===== config.mk =====
export PLATFORM = sky130hd
export DESIGN_NAME = multi_key_click_classifier_flat
export DESIGN_NICKNAME = d
export VERILOG_FILES = /design/src/hdl/mkcc_pkg.sv /design/src/hdl/mkcc_if.sv /design/src/hdl/mkcc_lane.sv /design/src/hdl/mkcc_merge.sv /design/src/hdl/multi_key_click_classifier.sv /design/src/flat_wrapper.sv
export SDC_FILE = /design/constraint.sdc
export NUM_CORES = 1
export LEC_CHECK = 0
export BUFFER_PORTS_ARGS = -buffer_cell sky130_fd_sc_hd__buf_2
export CORE_AREA = 2 2 125 127
export CTS_CLUSTER_SIZE = 12
export DETAILED_ROUTE_END_ITERATION = 6
export DIE_AREA = 0 0 127 129
export PLACE_DENSITY = 0.71
export SYNTH_ARGS = -nofsm -noshare
export SYNTH_HDL_FRONTEND = slang
export SYNTH_SLANG_ARGS = --single-unit

===== constraint.sdc =====
create_clock -name clk -period 4.57 [get_ports clk]
set_input_delay 0.914 -clock clk [delete_from_list [all_inputs] [get_ports clk]]
set_output_delay 0.914 -clock clk [all_outputs]
set_load 0.005 [all_outputs]

===== src/hdl/mkcc_pkg.sv =====
// ----------------------------------------------------------------------------
// mkcc_pkg
// Shared types, constants and register codes of the multi-key click
// classifier.
// ----------------------------------------------------------------------------
`default_nettype none

package mkcc_pkg;

  // Key count default and field widths
  localparam int NUM_KEYS_DEF = 3;
  localparam int LEVEL_W      = 3;
  localparam int TICK_W       = 8;
  localparam int COUNT_W      = 2;
  localparam int KIND_W       = 2;
  localparam int KEY_W        = 2;
  localparam int CFG_IDX_W    = 3;
  localparam int CFG_DATA_W   = 8;

  // Event kinds
  localparam logic [KIND_W-1:0] KIND_NONE   = 2'd0;
  localparam logic [KIND_W-1:0] KIND_SINGLE = 2'd1;
  localparam logic [KIND_W-1:0] KIND_DOUBLE = 2'd2;
  localparam logic [KIND_W-1:0] KIND_LONG   = 2'd3;

  // Saturation value of the press count
  localparam logic [COUNT_W-1:0] COUNT_MAX = 2'd3;

  // Register indexes
  localparam logic [CFG_IDX_W-1:0] REG_PRESS_LEVEL   = 3'd0;
  localparam logic [CFG_IDX_W-1:0] REG_DOUBLE_WINDOW = 3'd1;
  localparam logic [CFG_IDX_W-1:0] REG_LONG_TICKS    = 3'd2;
  localparam logic [CFG_IDX_W-1:0] REG_MIN_TICKS     = 3'd3;
  localparam logic [CFG_IDX_W-1:0] REG_HOLD_CAP      = 3'd4;

  // Register reset values
  localparam logic              RST_PRESS_LEVEL   = 1'b0;
  localparam logic [TICK_W-1:0] RST_DOUBLE_WINDOW = 8'd30;
  localparam logic [TICK_W-1:0] RST_LONG_TICKS    = 8'd100;
  localparam logic [TICK_W-1:0] RST_MIN_TICKS     = 8'd2;
  localparam logic [TICK_W-1:0] RST_HOLD_CAP      = 8'd120;

  typedef logic [KIND_W-1:0] kind_t;

  // Register file as seen by the lanes
  typedef struct packed {
    logic              press_level;
    logic [TICK_W-1:0] double_window;
    logic [TICK_W-1:0] long_ticks;
    logic [TICK_W-1:0] min_ticks;
    logic [TICK_W-1:0] hold_cap;
  } cfg_t;

  // One result item
  typedef struct packed {
    logic [KIND_W-1:0] event_kind;
    logic [KEY_W-1:0]  event_key;
  } result_t;

endpackage

`default_nettype wire


===== src/hdl/mkcc_if.sv =====
// ----------------------------------------------------------------------------
// mkcc_if
// Valid/ready channels of the classifier: scan ticks in, events out and
// register writes.
// ----------------------------------------------------------------------------
`default_nettype none

interface mkcc_tick_if;
  logic                          valid;
  logic                          ready;
  logic [mkcc_pkg::LEVEL_W-1:0]  key_levels;

  modport source (output valid, output key_levels, input ready);
  modport sink   (input valid, input key_levels, output ready);
endinterface

interface mkcc_event_if;
  logic                          valid;
  logic                          ready;
  logic [mkcc_pkg::KIND_W-1:0]   event_kind;
  logic [mkcc_pkg::KEY_W-1:0]    event_key;

  modport source (output valid, output event_kind, output event_key, input ready);
  modport sink   (input valid, input event_kind, input event_key, output ready);
endinterface

interface mkcc_cfg_if;
  logic                            valid;
  logic                            ready;
  logic [mkcc_pkg::CFG_IDX_W-1:0]  index;
  logic [mkcc_pkg::CFG_DATA_W-1:0] data;

  modport source (output valid, output index, output data, input ready);
  modport sink   (input valid, input index, input data, output ready);
endinterface

`default_nettype wire


===== src/hdl/mkcc_lane.sv =====
// ----------------------------------------------------------------------------
// mkcc_lane
// Per-key classifier: hold counter, double-press window, press count and
// long-press block; reports the event kind this key raises on the tick.
// ----------------------------------------------------------------------------
`default_nettype none

module mkcc_lane (
  input  wire logic            clk,
  input  wire logic            rst,
  input  wire logic            advance,
  input  wire logic            level,
  input  wire mkcc_pkg::cfg_t  cfg,
  output mkcc_pkg::kind_t      kind
);

  localparam int TW = mkcc_pkg::TICK_W;

  logic [TW-1:0]                 hold_ticks, hold_ticks_next;
  logic [TW-1:0]                 window_ticks, window_ticks_next;
  logic [mkcc_pkg::COUNT_W-1:0]  press_count, press_count_next;
  logic                          long_blocked, long_blocked_next;

  logic          pressed;
  logic [TW:0]   hold_inc;
  logic          is_long;
  logic          is_short;
  logic [TW-1:0] win_load;
  logic [TW-1:0] win_dec;
  logic [mkcc_pkg::COUNT_W-1:0] count_load;

  assign pressed  = (level == cfg.press_level);
  assign hold_inc = {1'b0, hold_ticks} + {{TW{1'b0}}, 1'b1};
  assign is_long  = (hold_ticks >= cfg.long_ticks) && !long_blocked;
  assign is_short = !is_long && (hold_ticks >= cfg.min_ticks);

  // Classify the tick and work out the next lane state
  always_comb begin
    hold_ticks_next   = hold_ticks;
    window_ticks_next = window_ticks;
    press_count_next  = press_count;
    long_blocked_next = long_blocked;
    kind              = mkcc_pkg::KIND_NONE;
    win_load          = window_ticks;
    win_dec           = window_ticks;
    count_load        = press_count;
    if (pressed) begin
      // Count the hold up, saturating at the cap
      if (hold_inc >= {1'b0, cfg.hold_cap}) begin
        hold_ticks_next = cfg.hold_cap;
      end else begin
        hold_ticks_next = hold_inc[TW-1:0];
      end
    end else begin
      hold_ticks_next = '0;
      if (is_long) begin
        kind = mkcc_pkg::KIND_LONG;
      end
      // A short press bumps the count and reloads the window
      if (is_short) begin
        if (press_count != mkcc_pkg::COUNT_MAX) begin
          count_load = press_count + mkcc_pkg::COUNT_W'(1);
        end
        win_load          = cfg.double_window;
        long_blocked_next = 1'b1;
      end
      press_count_next  = count_load;
      window_ticks_next = win_load;
      // Run the window down on released ticks and report on expiry
      if (win_load != '0) begin
        win_dec           = win_load - TW'(1);
        window_ticks_next = win_dec;
        if (win_dec == '0) begin
          if (count_load == mkcc_pkg::COUNT_W'(1)) begin
            kind = mkcc_pkg::KIND_SINGLE;
          end else if (count_load == mkcc_pkg::COUNT_W'(2)) begin
            kind = mkcc_pkg::KIND_DOUBLE;
          end
          press_count_next  = '0;
          long_blocked_next = 1'b0;
        end
      end
    end
  end

  // Update the lane state on each accepted tick
  always_ff @(posedge clk) begin
    if (rst) begin
      hold_ticks   <= '0;
      window_ticks <= '0;
      press_count  <= '0;
      long_blocked <= 1'b0;
    end else if (advance) begin
      hold_ticks   <= hold_ticks_next;
      window_ticks <= window_ticks_next;
      press_count  <= press_count_next;
      long_blocked <= long_blocked_next;
    end
  end

endmodule

`default_nettype wire


===== src/hdl/mkcc_merge.sv =====
// ----------------------------------------------------------------------------
// mkcc_merge
// Picks the highest-numbered key with an event and queues the result in a
// two-entry output buffer so ticks keep flowing while a result waits.
// ----------------------------------------------------------------------------
`default_nettype none

module mkcc_merge #(
  parameter int NUM_KEYS = mkcc_pkg::NUM_KEYS_DEF
) (
  input  wire logic                           clk,
  input  wire logic                           rst,
  input  wire logic                           push,
  input  wire mkcc_pkg::kind_t [NUM_KEYS-1:0] kinds,
  output logic                                full,
  mkcc_event_if.source                        events
);

  mkcc_pkg::result_t winner;
  mkcc_pkg::result_t head, tail;
  logic              head_valid, tail_valid;
  logic              pop;

  // Highest key with an event wins; key index keeps its low bits
  always_comb begin
    winner.event_kind = mkcc_pkg::KIND_NONE;
    winner.event_key  = '0;
    for (int k = 0; k < NUM_KEYS; k++) begin
      if (kinds[k] != mkcc_pkg::KIND_NONE) begin
        winner.event_kind = kinds[k];
        winner.event_key  = mkcc_pkg::KEY_W'(k);
      end
    end
  end

  assign pop  = events.valid && events.ready;
  assign full = tail_valid;

  // Output queue control
  always_ff @(posedge clk) begin
    if (rst) begin
      head_valid <= 1'b0;
      tail_valid <= 1'b0;
    end else begin
      case ({push, pop})
        2'b11: ;
        2'b01: begin
          head_valid <= tail_valid;
          tail_valid <= 1'b0;
        end
        2'b10: begin
          if (head_valid) begin
            tail_valid <= 1'b1;
          end else begin
            head_valid <= 1'b1;
          end
        end
        default: ;
      endcase
    end
  end

  // Output queue payload
  always_ff @(posedge clk) begin
    case ({push, pop})
      2'b11: begin
        if (tail_valid) begin
          head <= tail;
          tail <= winner;
        end else begin
          head <= winner;
        end
      end
      2'b01: head <= tail;
      2'b10: begin
        if (head_valid) begin
          tail <= winner;
        end else begin
          head <= winner;
        end
      end
      default: ;
    endcase
  end

  assign events.valid      = head_valid;
  assign events.event_kind = head.event_kind;
  assign events.event_key  = head.event_key;

endmodule

`default_nettype wire


===== src/hdl/multi_key_click_classifier.sv =====
// ----------------------------------------------------------------------------
// multi_key_click_classifier
// Single, double and long press detection over several keys per scan tick.
// ----------------------------------------------------------------------------
// Each item on keys is one scan tick with one level bit per key; every tick
// yields exactly one item on events, queued when the tick is taken (kind 0 when
// nothing happened). A tick is taken every cycle: all key lanes update in
// parallel in the accept cycle and the merge writes a two-entry output
// queue, so input stalls only when both queue entries wait on the sink.
// Keys above the three level bits read level 0. Register writes on cfg are
// always taken and must only be issued while no tick is in flight.
`default_nettype none

module multi_key_click_classifier #(
  parameter int NUM_KEYS = mkcc_pkg::NUM_KEYS_DEF
) (
  input  wire logic    clk,
  input  wire logic    rst,
  mkcc_tick_if.sink    keys,
  mkcc_event_if.source events,
  mkcc_cfg_if.sink     cfg
);

  mkcc_pkg::cfg_t                   regs;
  mkcc_pkg::kind_t [NUM_KEYS-1:0]   kinds;
  logic                             advance;
  logic                             full;

  assign cfg.ready  = 1'b1;
  assign keys.ready = !full;
  assign advance    = keys.valid && keys.ready;

  // Register file
  always_ff @(posedge clk) begin
    if (rst) begin
      regs.press_level   <= mkcc_pkg::RST_PRESS_LEVEL;
      regs.double_window <= mkcc_pkg::RST_DOUBLE_WINDOW;
      regs.long_ticks    <= mkcc_pkg::RST_LONG_TICKS;
      regs.min_ticks     <= mkcc_pkg::RST_MIN_TICKS;
      regs.hold_cap      <= mkcc_pkg::RST_HOLD_CAP;
    end else if (cfg.valid) begin
      unique case (cfg.index)
        mkcc_pkg::REG_PRESS_LEVEL:   regs.press_level   <= cfg.data[0];
        mkcc_pkg::REG_DOUBLE_WINDOW: regs.double_window <= cfg.data;
        mkcc_pkg::REG_LONG_TICKS:    regs.long_ticks    <= cfg.data;
        mkcc_pkg::REG_MIN_TICKS:     regs.min_ticks     <= cfg.data;
        mkcc_pkg::REG_HOLD_CAP:      regs.hold_cap      <= cfg.data;
        default: ;
      endcase
    end
  end

  // One lane per key
  for (genvar k = 0; k < NUM_KEYS; k++) begin : g_lane
    logic level;
    if (k < mkcc_pkg::LEVEL_W) begin : g_in
      assign level = keys.key_levels[k];
    end else begin : g_out
      assign level = 1'b0;
    end

    mkcc_lane u_lane (
      .clk     (clk),
      .rst     (rst),
      .advance (advance),
      .level   (level),
      .cfg     (regs),
      .kind    (kinds[k])
    );
  end

  // Merge lane events and queue the result
  mkcc_merge #(
    .NUM_KEYS (NUM_KEYS)
  ) u_merge (
    .clk    (clk),
    .rst    (rst),
    .push   (advance),
    .kinds  (kinds),
    .full   (full),
    .events (events)
  );

`ifndef SYNTHESIS
  // A result with no event never names a key
  assert property (@(posedge clk) disable iff (rst)
    events.valid && (events.event_kind == mkcc_pkg::KIND_NONE) |-> events.event_key == '0)
    else $error("event key set without an event");

  // Every accepted tick leaves a result waiting in the next cycle
  assert property (@(posedge clk) disable iff (rst)
    keys.valid && keys.ready |=> events.valid)
    else $error("accepted tick produced no result");

  // Ticks stall only while results back up
  assert property (@(posedge clk) disable iff (rst)
    !keys.ready |-> events.valid && !$past(rst))
    else $error("tick input stalled with empty output queue");
`endif

endmodule

`default_nettype wire


===== src/flat_wrapper.sv =====
// flat-port wrapper written by rule: the top's interface ports become plain ports
module multi_key_click_classifier_flat 
#(
  parameter int NUM_KEYS = mkcc_pkg::NUM_KEYS_DEF
)
  (clk, rst, keys_valid, keys_key_levels, keys_ready, events_valid, events_event_kind, events_event_key, events_ready, cfg_valid, cfg_index, cfg_data, cfg_ready);
  mkcc_tick_if keys_i ();
  mkcc_event_if events_i ();
  mkcc_cfg_if cfg_i ();
  input  wire logic clk;
  input  wire logic rst;
  input wire logic [$bits(keys_i.valid)-1:0] keys_valid;
  input wire logic [$bits(keys_i.key_levels)-1:0] keys_key_levels;
  output wire logic [$bits(keys_i.ready)-1:0] keys_ready;
  output wire logic [$bits(events_i.valid)-1:0] events_valid;
  output wire logic [$bits(events_i.event_kind)-1:0] events_event_kind;
  output wire logic [$bits(events_i.event_key)-1:0] events_event_key;
  input wire logic [$bits(events_i.ready)-1:0] events_ready;
  input wire logic [$bits(cfg_i.valid)-1:0] cfg_valid;
  input wire logic [$bits(cfg_i.index)-1:0] cfg_index;
  input wire logic [$bits(cfg_i.data)-1:0] cfg_data;
  output wire logic [$bits(cfg_i.ready)-1:0] cfg_ready;
  assign keys_i.valid = keys_valid;
  assign keys_i.key_levels = keys_key_levels;
  assign keys_ready = keys_i.ready;
  assign events_valid = events_i.valid;
  assign events_event_kind = events_i.event_kind;
  assign events_event_key = events_i.event_key;
  assign events_i.ready = events_ready;
  assign cfg_i.valid = cfg_valid;
  assign cfg_i.index = cfg_index;
  assign cfg_i.data = cfg_data;
  assign cfg_ready = cfg_i.ready;
  multi_key_click_classifier #(.NUM_KEYS(NUM_KEYS)) u_core (.clk(clk), .rst(rst), .keys(keys_i), .events(events_i), .cfg(cfg_i));
endmodule

==> impl_metrics.sql <==
INSERT INTO impl_metrics (metric_group, metric, value, unit) VALUES
('placement', 'gp_congestion', '0.9137', ''),
('setup_path', 'crit_path_max_fanout', '7', ''),
('final_layout', 'flow.area_growth_from_synthesis', '10.33', '%'),
('yosys', 'main_combinational_cell_family_by_area_after_synthesis', 'compound AO/OA/AOI/OAI gates', ''),
('floorplanning', 'fp.dieH', '129', 'µm'),
('timing', 'final_critical_path_setup_slack', '0.1545', 'ns'),
('setup_path', 'crit_chain', 'ha_1 > and3_4 > a221oi_2 > a2bb2oi_2 > o21a_1 > mux2i_2 > ha_1 > or3b_2 > a21oi_1 > o32ai_1 > a31o_1 > o22a_4 > mux2_4 > a211o_1 > a32oi_1 > o22a_1', ''),
('power', 'total_power', '2.960', 'mW'),
('timing', 'timing.final.setup_violations', '0', ''),
('setup_path', 'worst-endpoint-required', '4.79', 'ns'),
('detailed_routing', 'routed.top_layer', 'met4', ''),
('detailed_routing', 'wl_met2', '10.11', 'mm'),
('detailed_routing', 'first_iter_violations', '668', ''),
('floorplanning', 'floorplan.initialDensity', '51.90', '%'),
('yosys', 'yosysTopAreaCellShare', '23.69', '%'),
('outcome', 'run_status', 'finished clean', ''),
('yosys', 'cell_taking_the_most_area_after_synthesis', 'sky130_fd_sc_hd__dfxtp_1', ''),
('placement', 'pre_cts_slack', '0.1554', 'ns'),
('setup_path', 'critical-path-top-delay-family', 'compound AO/OA/AOI/OAI gates', ''),
('yosys', 'post_synth_num_cell_types', '84', ''),
('yosys', 'synth.net_count', '1064', ''),
('run', 'max_cap_viol_count', '0', ''),
('detailed_routing', 'drt-total-wl', '21.34', 'mm'),
('floorplanning', 'die_w', '127', 'µm'),
('setup_path', 'critical-path-top-cell-by-count', 'sky130_fd_sc_hd__ha_1', ''),
('yosys', 'number_of_enable_flip_flop_cells_after_synthesis', '8', ''),
('timing', 'max_clock_freq', '226.5', 'MHz'),
('detailed_routing', 'ant_nets', '0', ''),
('timing', 'final.period_utilization', '96.62', '%'),
('timing', 'final.setup_skew', '0.01141', 'ns'),
('cts', 'clk_latency', '0.36', 'ns'),
('final_layout', 'n_antenna_cell', '0', ''),
('yosys', 'synth_fa_ha_area_share', '13.52', '%'),
('grt', 'antenna_found_initial', '0', ''),
('cts', 'tritoncts_buffer_count', '9', ''),
('grt', 'grt_pass1_vias', '6750', ''),
('cts', 'tritoncts', 'done', ''),
('grt', 'pin_count_of_the_biggest_net_entering_global_routing', '73', ''),
('yosys', 'synth_top_cells_by_count', 'sky130_fd_sc_hd__nand2_1, sky130_fd_sc_hd__dfxtp_1, sky130_fd_sc_hd__ha_1', ''),
('detailed_routing', 'detailroute.wirelength.met3', '830', 'µm'),
('yosys', 'synth-simple-area-share', '22.07', '%'),
('detailed_routing', 'drt-pass1-iter-count', '5', ''),
('detailed_routing', 'routed_wire_length_per_instance', '18.06', 'µm'),
('final_layout', 'design.final.nets', '1092', ''),
('yosys', 'ys_seq_area_share', '26.78', '%'),
('yosys', 'synth_compound_area_share', '22.24', '%'),
('yosys', 'synth_top_cells_by_area', 'sky130_fd_sc_hd__dfxtp_1, sky130_fd_sc_hd__ha_1, sky130_fd_sc_hd__nand2_1', ''),
('timing', 'timing.final.hold_violations', '0', ''),
('setup_path', 'endpoint_kind', 'register', ''),
('cts', 'clk_pin_slew', '0.08', 'ns'),
('setup_path', 'worstSetupStartpointType', 'register', ''),
('placement', 'placement.io_buffers', '24', ''),
('yosys', 'post_synthesis_xor_xnor_area_fraction', '5.167', '%'),
('grt', 'grt_overflow_total', '0', ''),
('setup_path', 'path_class', 'reg -> reg', ''),
('setup_path', 'slowest_delay', '0.44', 'ns'),
('setup_path', 'worst_ep_arrival_time', '4.64', 'ns'),
('setup_path', 'path_buf_inv', '0', ''),
('timing', 'slew_viols_final', '0', ''),
('setup_path', 'critPathSlowestCell', 'sky130_fd_sc_hd__dfxtp_1', ''),
('grt', 'grt_first_pass_wirelength', '34.91', 'mm'),
('power', 'static-leakage-power', '3.571', 'nW'),
('timing', 'slew_headroom', '39.01', '%'),
('yosys', 'synthFlopType', 'sky130_fd_sc_hd__dfxtp_1', ''),
('yosys', 'synth_area_per_cell', '8.089', 'µm²'),
('yosys', 'post_synth_instance_area', '7774', 'µm²'),
('yosys', 'yosysWarningCount', '0', ''),
('final_layout', 'fraction_of_final_layout_cells_sized_beyond_drive_strength_1', '11.67', '%'),
('floorplanning', 'placement_rows', '45', ''),
('timing', 'setup_tns', '0', 'ns'),
('cts', 'htree_levels', '3', '');
final timing paths:
kind / startpoint / endpoint / slack [ns] / cells after the start
worst min register to register: u_core.regs[19] / u_core.regs[19] / 0.46 / 2
worst min-delay path: u_core.regs[19] / u_core.regs[19] / 0.46 / 2
worst max register to register: u_core.g_lane[1].u_lane.hold_ticks[7] / u_core.u_merge.events.event_kind[1] / 0.15 / 16
worst max-delay path: u_core.g_lane[1].u_lane.hold_ticks[7] / u_core.u_merge.events.event_kind[1] / 0.15 / 16
registers in the layout (all words and copies together) (netlist names):
name,cells
u_core.g_lane.u_lane.window_ticks,24
u_core.regs,33
u_core.u_merge.events.event_key,2
u_core.u_merge.full,1
u_core.u_merge.events.event_kind,2
u_core.g_lane.u_lane.hold_ticks,24
u_core.g_lane.u_lane.long_blocked,3
u_core.u_merge.tail,4
u_core.g_lane.u_lane.press_count,6
u_core.u_merge.events.valid,1
metal layers:
| layer | GRT usage (%) | up-vias |
|---|---|---|
| met3 | 4.449 | 42 |
| met4 | 10.15 | 0 |
| met1 | 34.51 | 3398 |
| met2 | 45.48 | 168 |
| li1 | - | 3590 |
| met5 | 0 | - |
where the power goes:
group | switching [mW] | internal, mW | leakage, nW
Combinational | 0.627 | 0.467 | 2.59
Sequential | 0.0924 | 0.973 | 0.825
Clock | 0.356 | 0.445 | 0.155
logic make-up (layout without fill, tap and decap cells):
family	Yosys count	after routing
simple gates	357	357
compound gates	249	249
flops	100	100
fa+ha+maj	84	84
buf+inv	81	114
xor+xnor	45	45
mux	44	44
other cells	1	1
metrics by stage:
step	instance area [µm²]	hold WS, ns	cells
after floorplan	7776	0.4363	961
after global placement	8193	0.4427	1163
after detailed placement	8193	0.4469	1163
after CTS	8502	0.4575	1179
after global routing	8577	0.4754	1182
final	8577	0.4570	1182
cell usage in the layout (no fill, tap or decap), types with 5 or more instances in the layout:
cell type,instances
sky130_fd_sc_hd__a21oi_1,68
sky130_fd_sc_hd__a31oi_1,7
sky130_fd_sc_hd__o21ai_0,41
sky130_fd_sc_hd__nand3b_1,7
sky130_fd_sc_hd__o2111ai_1,11
sky130_fd_sc_hd__nand3_1,32
sky130_fd_sc_hd__o21a_1,8
sky130_fd_sc_hd__a21o_1,16
sky130_fd_sc_hd__buf_4,33
sky130_fd_sc_hd__inv_1,40
sky130_fd_sc_hd__nor2b_1,9
sky130_fd_sc_hd__o31ai_1,5
sky130_fd_sc_hd__o32ai_1,6
sky130_fd_sc_hd__dfxtp_1,92
sky130_fd_sc_hd__nor3b_1,6
sky130_fd_sc_hd__o211ai_1,15
sky130_fd_sc_hd__nor3_1,17
sky130_fd_sc_hd__mux2_2,8
sky130_fd_sc_hd__a22oi_1,11
sky130_fd_sc_hd__buf_2,24
sky130_fd_sc_hd__nand4_1,6
sky130_fd_sc_hd__nor4_1,13
sky130_fd_sc_hd__a211oi_1,6
sky130_fd_sc_hd__edfxtp_1,8
sky130_fd_sc_hd__xor2_1,18
sky130_fd_sc_hd__clkbuf_16,9
sky130_fd_sc_hd__ha_1,84
sky130_fd_sc_hd__nand2_1,130
sky130_fd_sc_hd__mux2i_1,31
sky130_fd_sc_hd__nand2b_1,14
sky130_fd_sc_hd__xnor2_1,26
sky130_fd_sc_hd__and3_1,9
sky130_fd_sc_hd__nor2_1,80
what timing repair did:
action                                  4_1_cts  5_1_grt
hold buffers                                  0        0
resized for setup                             0       12
setup buffers                                 0        3
endpoints found under the setup margin        0        4
worst register-to-register path: stages, from the launching register on:
cell	delay, ns
sky130_fd_sc_hd__dfxtp_1	0.44
sky130_fd_sc_hd__ha_1	0.29
sky130_fd_sc_hd__and3_4	0.19
sky130_fd_sc_hd__a221oi_2	0.28
sky130_fd_sc_hd__a2bb2oi_2	0.17
sky130_fd_sc_hd__o21a_1	0.24
sky130_fd_sc_hd__mux2i_2	0.31
sky130_fd_sc_hd__ha_1	0.21
sky130_fd_sc_hd__or3b_2	0.44
sky130_fd_sc_hd__a21oi_1	0.15
sky130_fd_sc_hd__o32ai_1	0.11
sky130_fd_sc_hd__a31o_1	0.25
sky130_fd_sc_hd__o22a_4	0.22
sky130_fd_sc_hd__mux2_4	0.30
sky130_fd_sc_hd__a211o_1	0.30
sky130_fd_sc_hd__a32oi_1	0.21
sky130_fd_sc_hd__o22a_1	0.17
area by class of cell:
class,count,area (µm²),share of cell area [%]
inverters,41,153.9,1.794
clock buffers,10,239.0,2.786
multi-input cells,780,5429,63.30
well taps,188,235.2,2.743
flip-flops and latches,100,2082,24.27
repair buffers,57,367.9,4.289
clock inverters,6,70.07,0.8169
No activity file was read; power rests on OpenSTA's default activity.
